<file path="config.mk">
export PLATFORM = sky130hd
export DESIGN_NAME = pulse_interval_framer_flat
export DESIGN_NICKNAME = d
export VERILOG_FILES = /design/src/sv/pif_pkg.sv /design/src/sv/pif_channels.sv /design/src/sv/pif_csr.sv /design/src/sv/pif_ring.sv /design/src/sv/pif_framer.sv /design/src/sv/pulse_interval_framer.sv /design/src/flat_wrapper.sv
export SDC_FILE = /design/constraint.sdc
export NUM_CORES = 2
export LEC_CHECK = 0
export BUFFER_PORTS_ARGS = -buffer_cell sky130_fd_sc_hd__buf_2
export CORE_ASPECT_RATIO = 1.25
export CORE_MARGIN = 10
export CORE_UTILIZATION = 50
export DETAILED_ROUTE_END_ITERATION = 10
export PLACE_DENSITY_LB_ADDON = 0.3
export SYNTH_ARGS = -nofsm -noshare
export SYNTH_HDL_FRONTEND = slang
export SYNTH_SLANG_ARGS = --single-unit
</file>
<file path="constraint.sdc">
create_clock -name clock -period 8.2 [get_ports clock]
set_input_delay 0 -clock clock [delete_from_list [all_inputs] [get_ports clock]]
set_output_delay 0 -clock clock [all_outputs]
set_load 0.02 [all_outputs]
</file>
<file path="src/sv/pif_pkg.sv">
// pif_pkg: shared types and constants for the pulse interval framer
// no dependencies

package pif_pkg;

   localparam int TIME_W     = 32;
   localparam int BYTE_W     = 8;
   localparam int CSR_DATA_W = 32;
   localparam int CSR_ADDR_W = 3;

   // channel codes
   localparam logic KIND_PULSE   = 1'b0;
   localparam logic KIND_SERVICE = 1'b1;

   // register map
   localparam logic [CSR_ADDR_W-1:0] ADDR_DEBOUNCE = 3'd0;
   localparam logic [TIME_W-1:0]     DEBOUNCE_RESET = 32'd10;

   // frame layout
   localparam logic [BYTE_W-1:0] FRAME_START = 8'hAA;
   localparam logic [BYTE_W-1:0] FRAME_END   = 8'h55;
   localparam int                FRAME_CNT_W = 3;
   localparam logic [FRAME_CNT_W-1:0] POS_START = 3'd0;
   localparam logic [FRAME_CNT_W-1:0] POS_B0    = 3'd1;
   localparam logic [FRAME_CNT_W-1:0] POS_B1    = 3'd2;
   localparam logic [FRAME_CNT_W-1:0] POS_B2    = 3'd3;
   localparam logic [FRAME_CNT_W-1:0] POS_B3    = 3'd4;
   localparam logic [FRAME_CNT_W-1:0] POS_END   = 3'd5;

   // popped ring entry handed from the ring to the framer
   typedef struct packed {
      logic              valid;
      logic [TIME_W-1:0] stamp;
   } pif_pop_type;

endpackage

</file>
<file path="src/sv/pif_channels.sv">
// pif_channels: valid/ready channel interfaces for request and response words
// depends on pif_pkg

interface pif_req_if import pif_pkg::*; ();
   logic              valid;
   logic              ready;
   logic              kind;
   logic [TIME_W-1:0] capture_time;

   modport source (output valid, output kind, output capture_time, input ready);
   modport sink   (input valid, input kind, input capture_time, output ready);
endinterface

interface pif_rsp_if import pif_pkg::*; ();
   logic              valid;
   logic              ready;
   logic [BYTE_W-1:0] frame_byte;
   logic              frame_last;

   modport source (output valid, output frame_byte, output frame_last, input ready);
   modport sink   (input valid, input frame_byte, input frame_last, output ready);
endinterface

</file>
<file path="src/sv/pif_csr.sv">
// pif_csr: apb-style register port holding the debounce threshold
// depends on pif_pkg

module pif_csr import pif_pkg::*; (
   input  logic                  clock,
   input  logic                  reset,
   input  logic                  csr_psel,
   input  logic                  csr_penable,
   input  logic                  csr_pwrite,
   input  logic [CSR_ADDR_W-1:0] csr_paddr,
   input  logic [CSR_DATA_W-1:0] csr_pwdata,
   output logic [CSR_DATA_W-1:0] csr_prdata,
   output logic                  csr_pready,
   output logic [TIME_W-1:0]     debounce_threshold
);

   logic [TIME_W-1:0] thr_ff;
   logic [TIME_W-1:0] thr_in;
   logic              wr_hit;

   assign csr_pready = 1'b1;

   // write on the access phase
   assign wr_hit = csr_psel && csr_penable && csr_pwrite && csr_pready
                   && (csr_paddr == ADDR_DEBOUNCE);
   assign thr_in = wr_hit ? csr_pwdata : thr_ff;

   always_ff @(posedge clock) begin
      if (reset) begin
         thr_ff <= DEBOUNCE_RESET;
      end else begin
         thr_ff <= thr_in;
      end
   end

   // read back
   always_comb begin
      unique case (csr_paddr)
         ADDR_DEBOUNCE: csr_prdata = thr_ff;
         default:       csr_prdata = '0;
      endcase
   end

   assign debounce_threshold = thr_ff;

endmodule

</file>
<file path="src/sv/pif_ring.sv">
// pif_ring: capture ring memory with write and read pointers
// depends on pif_pkg and pif_channels

module pif_ring import pif_pkg::*; #(
   parameter int RING_DEPTH = 128
) (
   input  logic        clock,
   input  logic        reset,
   pif_req_if.sink     req_port,
   input  logic        pop_take,
   output pif_pop_type pop
);

   localparam int PTR_W = (RING_DEPTH > 1) ? $clog2(RING_DEPTH) : 1;
   localparam logic [PTR_W-1:0] PTR_LAST = PTR_W'(RING_DEPTH - 1);

   logic [TIME_W-1:0] ring_mem [RING_DEPTH];
   logic [TIME_W-1:0] rd_data_ff;
   logic [PTR_W-1:0]  wr_ptr_ff, wr_ptr_in;
   logic [PTR_W-1:0]  rd_ptr_ff, rd_ptr_in;
   logic              pop_valid_ff, pop_valid_in;
   logic              accept;
   logic              do_write;
   logic              do_read;

   // a new word enters whenever the popped entry is free or leaving
   assign req_port.ready = !pop_valid_ff || pop_take;
   assign accept   = req_port.valid && req_port.ready;
   assign do_write = accept && (req_port.kind == KIND_PULSE);
   // equal pointers read as empty; a word is one kind, so a read never meets a same-cycle write
   assign do_read  = accept && (req_port.kind == KIND_SERVICE) && (rd_ptr_ff != wr_ptr_ff);

   // pointer advance with wrap
   always_comb begin
      wr_ptr_in = wr_ptr_ff;
      rd_ptr_in = rd_ptr_ff;
      if (do_write) begin
         wr_ptr_in = (wr_ptr_ff == PTR_LAST) ? '0 : wr_ptr_ff + PTR_W'(1);
      end
      if (do_read) begin
         rd_ptr_in = (rd_ptr_ff == PTR_LAST) ? '0 : rd_ptr_ff + PTR_W'(1);
      end
   end

   // popped entry is valid from the cycle after the read
   always_comb begin
      pop_valid_in = pop_valid_ff;
      if (req_port.ready) begin
         pop_valid_in = do_read;
      end
   end

   always_ff @(posedge clock) begin
      if (reset) begin
         wr_ptr_ff    <= '0;
         rd_ptr_ff    <= '0;
         pop_valid_ff <= 1'b0;
      end else begin
         wr_ptr_ff    <= wr_ptr_in;
         rd_ptr_ff    <= rd_ptr_in;
         pop_valid_ff <= pop_valid_in;
      end
   end

   // memory write port
   always_ff @(posedge clock) begin
      if (do_write) begin
         ring_mem[wr_ptr_ff] <= req_port.capture_time;
      end
   end

   // memory read port, data held while the framer stalls
   always_ff @(posedge clock) begin
      if (do_read) begin
         rd_data_ff <= ring_mem[rd_ptr_ff];
      end
   end

   assign pop.valid = pop_valid_ff;
   assign pop.stamp = rd_data_ff;

endmodule

</file>
<file path="src/sv/pif_framer.sv">
// pif_framer: interval calculation, debounce and six-byte frame output
// depends on pif_pkg and pif_channels

module pif_framer import pif_pkg::*; (
   input  logic              clock,
   input  logic              reset,
   input  pif_pop_type       pop,
   input  logic [TIME_W-1:0] debounce_threshold,
   output logic              pop_take,
   pif_rsp_if.source         rsp_port
);

   logic [TIME_W-1:0]      prev_ff, prev_in;
   logic [TIME_W-1:0]      delta_ff, delta_in;
   logic [FRAME_CNT_W-1:0] cnt_ff, cnt_in;
   logic                   busy_ff, busy_in;
   logic [TIME_W-1:0]      delta;
   logic                   has_frame;
   logic                   emit_free;
   logic                   start;

   // interval to the previous capture, wrapping
   assign delta     = pop.stamp - prev_ff;
   assign has_frame = pop.valid && (pop.stamp != '0) && (prev_ff != '0)
                      && (delta > debounce_threshold);

   // emitter can take a new frame when idle or on its closing word
   assign emit_free = !busy_ff || ((cnt_ff == POS_END) && rsp_port.ready);
   assign pop_take  = pop.valid && (!has_frame || emit_free);
   assign start     = pop_take && has_frame;

   always_comb begin
      prev_in  = prev_ff;
      delta_in = delta_ff;
      cnt_in   = cnt_ff;
      busy_in  = busy_ff;
      if (pop_take && (pop.stamp != '0)) begin
         prev_in = pop.stamp;
      end
      if (busy_ff && rsp_port.ready) begin
         if (cnt_ff == POS_END) begin
            busy_in = 1'b0;
         end else begin
            cnt_in = cnt_ff + FRAME_CNT_W'(1);
         end
      end
      if (start) begin
         busy_in  = 1'b1;
         cnt_in   = POS_START;
         delta_in = delta;
      end
   end

   always_ff @(posedge clock) begin
      if (reset) begin
         prev_ff <= '0;
         cnt_ff  <= POS_START;
         busy_ff <= 1'b0;
      end else begin
         prev_ff <= prev_in;
         cnt_ff  <= cnt_in;
         busy_ff <= busy_in;
      end
   end

   always_ff @(posedge clock) begin
      delta_ff <= delta_in;
   end

   // byte select, interval sent lsb first
   always_comb begin
      case (cnt_ff)
         POS_START: rsp_port.frame_byte = FRAME_START;
         POS_B0:    rsp_port.frame_byte = delta_ff[7:0];
         POS_B1:    rsp_port.frame_byte = delta_ff[15:8];
         POS_B2:    rsp_port.frame_byte = delta_ff[23:16];
         POS_B3:    rsp_port.frame_byte = delta_ff[31:24];
         default:   rsp_port.frame_byte = FRAME_END;
      endcase
   end

   assign rsp_port.valid      = busy_ff;
   assign rsp_port.frame_last = (cnt_ff == POS_END);

endmodule

</file>
<file path="src/sv/pulse_interval_framer.sv">
// pulse_interval_framer: top level joining register port, capture ring and framer
// depends on pif_pkg, pif_channels, pif_csr, pif_ring and pif_framer
//
// Usage
// req_port carries words of two kinds: a pulse word writes capture_time into
// the ring, a service word pops the oldest queued capture. Popped non-zero
// times are differenced against the previous one; an interval above the
// debounce threshold leaves on rsp_port as six words: 0xAA, four interval
// bytes lsb first, 0x55 with frame_last set.
// Throughput: one request word per cycle while req_port.ready is high. The
// frame emitter sends one byte per cycle while rsp_port.ready is high; a
// service word whose frame finds the emitter busy waits in the ring's read
// register and holds off further requests until the emitter reaches its
// closing byte. Reset clears the pointers, the previous time, the emitter
// and sets the threshold to 10; ring contents are not cleared. A stalled
// rsp_port holds the current byte stable and backs up into req_port.ready.
// The threshold is written through the csr_ port while the block is idle;
// the user must keep to this, as the block itself does not enforce it.

module pulse_interval_framer import pif_pkg::*; #(
   parameter int RING_DEPTH = 128
) (
   input  logic                  clock,
   input  logic                  reset,
   pif_req_if.sink               req_port,
   pif_rsp_if.source             rsp_port,
   input  logic                  csr_psel,
   input  logic                  csr_penable,
   input  logic                  csr_pwrite,
   input  logic [CSR_ADDR_W-1:0] csr_paddr,
   input  logic [CSR_DATA_W-1:0] csr_pwdata,
   output logic [CSR_DATA_W-1:0] csr_prdata,
   output logic                  csr_pready
);

   logic [TIME_W-1:0] debounce_threshold;
   pif_pop_type       pop;
   logic              pop_take;

   // register port
   pif_csr u_csr (
      .clock              (clock),
      .reset              (reset),
      .csr_psel           (csr_psel),
      .csr_penable        (csr_penable),
      .csr_pwrite         (csr_pwrite),
      .csr_paddr          (csr_paddr),
      .csr_pwdata         (csr_pwdata),
      .csr_prdata         (csr_prdata),
      .csr_pready         (csr_pready),
      .debounce_threshold (debounce_threshold)
   );

   // capture ring
   pif_ring #(
      .RING_DEPTH (RING_DEPTH)
   ) u_ring (
      .clock    (clock),
      .reset    (reset),
      .req_port (req_port),
      .pop_take (pop_take),
      .pop      (pop)
   );

   // interval and frame output
   pif_framer u_framer (
      .clock              (clock),
      .reset              (reset),
      .pop                (pop),
      .debounce_threshold (debounce_threshold),
      .pop_take           (pop_take),
      .rsp_port           (rsp_port)
   );

endmodule

</file>
<file path="src/flat_wrapper.sv">
// flat-port wrapper written by rule: the top's interface ports become plain ports
module pulse_interval_framer_flat import pif_pkg::*;
#(
   parameter int RING_DEPTH = 128
)
  (clock, reset, csr_psel, csr_penable, csr_pwrite, csr_paddr, csr_pwdata, csr_prdata, csr_pready, req_port_valid, req_port_kind, req_port_capture_time, req_port_ready, rsp_port_valid, rsp_port_frame_byte, rsp_port_frame_last, rsp_port_ready);
  pif_req_if req_port_i ();
  pif_rsp_if rsp_port_i ();
  input  logic clock;
  input  logic reset;
  input  logic csr_psel;
  input  logic csr_penable;
  input  logic csr_pwrite;
  input  logic [CSR_ADDR_W-1:0] csr_paddr;
  input  logic [CSR_DATA_W-1:0] csr_pwdata;
  output logic [CSR_DATA_W-1:0] csr_prdata;
  output logic csr_pready;
  input wire logic [$bits(req_port_i.valid)-1:0] req_port_valid;
  input wire logic [$bits(req_port_i.kind)-1:0] req_port_kind;
  input wire logic [$bits(req_port_i.capture_time)-1:0] req_port_capture_time;
  output wire logic [$bits(req_port_i.ready)-1:0] req_port_ready;
  output wire logic [$bits(rsp_port_i.valid)-1:0] rsp_port_valid;
  output wire logic [$bits(rsp_port_i.frame_byte)-1:0] rsp_port_frame_byte;
  output wire logic [$bits(rsp_port_i.frame_last)-1:0] rsp_port_frame_last;
  input wire logic [$bits(rsp_port_i.ready)-1:0] rsp_port_ready;
  assign req_port_i.valid = req_port_valid;
  assign req_port_i.kind = req_port_kind;
  assign req_port_i.capture_time = req_port_capture_time;
  assign req_port_ready = req_port_i.ready;
  assign rsp_port_valid = rsp_port_i.valid;
  assign rsp_port_frame_byte = rsp_port_i.frame_byte;
  assign rsp_port_frame_last = rsp_port_i.frame_last;
  assign rsp_port_i.ready = rsp_port_ready;
  pulse_interval_framer #(.RING_DEPTH(RING_DEPTH)) u_core (.clock(clock), .reset(reset), .req_port(req_port_i), .rsp_port(rsp_port_i), .csr_psel(csr_psel), .csr_penable(csr_penable), .csr_pwrite(csr_pwrite), .csr_paddr(csr_paddr), .csr_pwdata(csr_pwdata), .csr_prdata(csr_prdata), .csr_pready(csr_pready));
endmodule
</file>
==> metrics.yaml <==
reg2reg_to: "u_core.u_ring.ring_mem[28][9]"
path_buf_inv: 4
layout_commonest_cell: "edfxtp_1"
yosysWarnings: 0
drc: 0
rr_worst_depth: 23
synth_area_per_cell_um2: 23.9
drive_gt1_share_pct: 31.8
seq_area_frac_synth_pct: 77.3
fmax_mhz: 129
globalplace.congestion: 0.896
path_class: "reg -> reg"
critical_path_depth: 23
rrSetupSlack_ns: 0.46
hpwlAfterDp_mm: 261
min_to: "u_core.u_framer.cnt_ff[2]"
drv_cap: 0
fillers: 22800
status: "completed"
drt_first_pass_iters: 7
cts-buffers-inserted: 386
yosysTopAreaCell: "edfxtp_1"
slowest_delay_ns: 0.96
cpMaxStageDelayCell: "or4_2"
core_area_mm2: 0.326
rows: 234
final_area_mm2: 0.186
syn-instance-count: 6846
tritoncts: "built"
synth_fp_nets: 6992
clock_sinks: 4243
maxSlewViolCount: 0
start_util_pct: 50.3
die-area_mm2: 0.351
critPathRequiredTime_ns: 8.76
min_path_cells: 6
final_cell_mix: "edfxtp_1, mux4_2, clkbuf_16"
path_clk_slew_ns: 0.07
synth.ff_latch_count: 4243
hold_buffers: 167
relSlewSlack_pct: 14.3
clock_path_buffers: 4
path_cells: "inv_1 -> ha_1 -> inv_1 -> fa_1 -> a21oi_1 -> o22ai_1 -> o2111ai_1 -> nand3_1 -> o2111ai_1 -> a41oi_1 -> and4_1 -> or3_1 -> ha_1 -> nand4_1 -> or4_1 -> nor4_1 -> nor3_1 -> o211ai_2 -> nand2_1 -> or4_2 -> buf_12 -> nor2_4 -> buf_4"
drtIter0Drc: 11600
h-tree-depth: 5
ys.flop_type: "edfxtp_1"
finalCritPeriodShare_pct: 94.4
multi_input_area_mm2: 0.0364
timing.final.crit_period_ns: 7.74
post_drt_wl_per_cell_um: 35.2
drt_wl_total_mm: 427
portBuffers: 117
grt_antenna_before_repair: 44
crit_path_start_kind: "flop"
drt.antenna.violating_nets: 0
insertion_delay_ns: 0.93
leakage_nw: 55.6
syn_to_final_growth_pct: 13.8
num_io_pins: 119
r2r_start: "u_core.u_ring.rd_data_ff[0]"
first_global_vias: 76600
synth_top_area_share_pct: 76.3
via_per_inst: 6.41
crit_arrival_ns: 8.30
hold_viol: 0
vias: 77700
gr-usage-all-layers_pct: 23.9
synth-edff-count: 4160
ir_drop_uv: 194
syn_area_mm2: 0.164
grt_pass1_wl_mm: 602
cts.repair.resized: 0
nets: 7550
seq_area_mm2: 0.127
clockRootBuffer: "clkbuf_16"
dpl_cell_area_mm2: 0.172
grt-ovfl-total: 0
dieWidth_um: 532
power_density_mw_per_mm2: 236
setup_viol: 0
end_kind: "flop"
path_max_fanout: 22
fp.dieH_um: 660
finClkSkew_ns: 0.0417
setup_tns_ns: 0
cts_setup_buffers: 0
cp_top_family: "simple AND/OR/NAND/NOR gates"
grt_setup_unrepaired: "false"
tightest_slew_ns: 1.29
synthTopCellsByArea: "edfxtp_1, mux4_2, dfxtp_1"
async_reset_ff_share_pct: 0
holdCritStartpoint: "rsp_port_ready"
synth_cell_types: 62
grt_max_degree: 128
min_path_type: "in -> reg"
per-layer routing:
layer | routed length (um) | track usage (%) | part of all wire [%]
met4 | 14600 | 7.36 | 3.4
met3 | 42500 | 4.67 | 10
met5 | 67 | 0 | 0.016
met1 | 164000 | 34.4 | 38
met2 | 205000 | 37.7 | 48
worst min-delay path, stage by stage:
cell	delay (ns)
dlygate4sd3_1	0.53
buf_2	0.12
nand2_1	0.07
nor2_1	0.09
nor2_1	0.10
a211oi_1	0.05
registers in the layout, summed over array words and instances (netlist names):
| register | cells |
|---|---|
| u_core.u_ring.rd_data_ff | 32 |
| u_core.u_ring.rd_ptr_ff | 7 |
| u_core.u_ring.ring_mem | 4096 |
| u_core.u_ring.wr_ptr_ff | 7 |
| u_core.u_framer.rsp_port.valid | 1 |
| u_core.u_ring.pop_valid_ff | 1 |
| u_core.u_csr.debounce_threshold | 32 |
| u_core.u_framer.delta_ff | 32 |
| u_core.u_framer.cnt_ff | 3 |
| u_core.u_framer.prev_ff | 32 |
worst max-delay path by stage:
stage	endpoint	start
finish	u_core.u_ring.ring_mem[28][9]	u_core.u_ring.rd_data_ff[0]
global route	u_core.u_ring.ring_mem[28][9]	u_core.u_ring.rd_data_ff[0]
detailed placement	u_core.u_ring.ring_mem[28][26]	u_core.u_ring.rd_data_ff[0]
CTS	u_core.u_ring.ring_mem[28][9]	u_core.u_ring.rd_data_ff[0]
floorplan	u_core.u_ring.ring_mem[106][0]	u_core.u_ring.rd_data_ff[0]
global placement	u_core.u_ring.ring_mem[28][1]	u_core.u_ring.rd_data_ff[0]
synth_stat cells, drive strengths merged, types with 32 or more instances:
master	instances
clkbuf	222
and2	37
nand2	106
ha	70
dfxtp	83
mux2i	35
edfxtp	4160
mux2	32
inv	82
a21oi	77
buf	138
nor2	193
mux4	1342
through the flow:
stage / std cells / power (mW) / hold slack (ns) / setup WS (ns) / util (%)
final: 12100 / 44.0 / 0.115 / 0.457 / 57.3
after global routing: 12100 / 45.1 / 0.134 / 0.0999 / 57.3
after CTS: 12100 / 44.2 / 0.0178 / 0.494 / 57.3
after detailed placement: 11200 / 25.8 / 0.247 / 0.556 / 52.8
after global placement: 11200 / 25.8 / 0.235 / 0.635 / 52.8
after floorplan: 6846 / 25.0 / 0.0989 / 1.42 / -
logic make-up (layout without fill, tap and decap cells):
| kind of cell | count (synthesis) | count (layout) | synth area share (%) |
|---|---|---|---|
| AOI/OAI and AO/OA | 192 | 192 | 0.739 |
| xor gates and xnor gates | 38 | 38 | 0.203 |
| adders and majority gates | 71 | 71 | 0.547 |
| buffers and inverters | 442 | 1319 | 1.10 |
| DFF | 4243 | 4243 | 77.3 |
| muxes | 1409 | 1409 | 18.9 |
| other | 1 | 28 | 0.00229 |
| and+or+nand+nor | 450 | 450 | 1.25 |
cell type report:
cell class | count | share of cell area, %
inverter | 82 | 0.165
clock buffer | 469 | 5.48
antenna | 27 | 0.0362
sequential | 4243 | 67.9
clock inverter | 238 | 1.46
tap | 4366 | 2.93
timing repair buffer | 530 | 2.52
multi-input combinational | 2161 | 19.5
where the power goes:
part	leakage [nW]	internal, mW	total (mW)	switching [mW]
registers	38.1	23.8	23.8	0.0227
clock network	6.26	10.7	18.6	7.85
logic	11.2	0.536	1.58	1.04
total	55.6	35.1	44.0	8.91
Note: power is estimated with default switching activity, not from simulation.
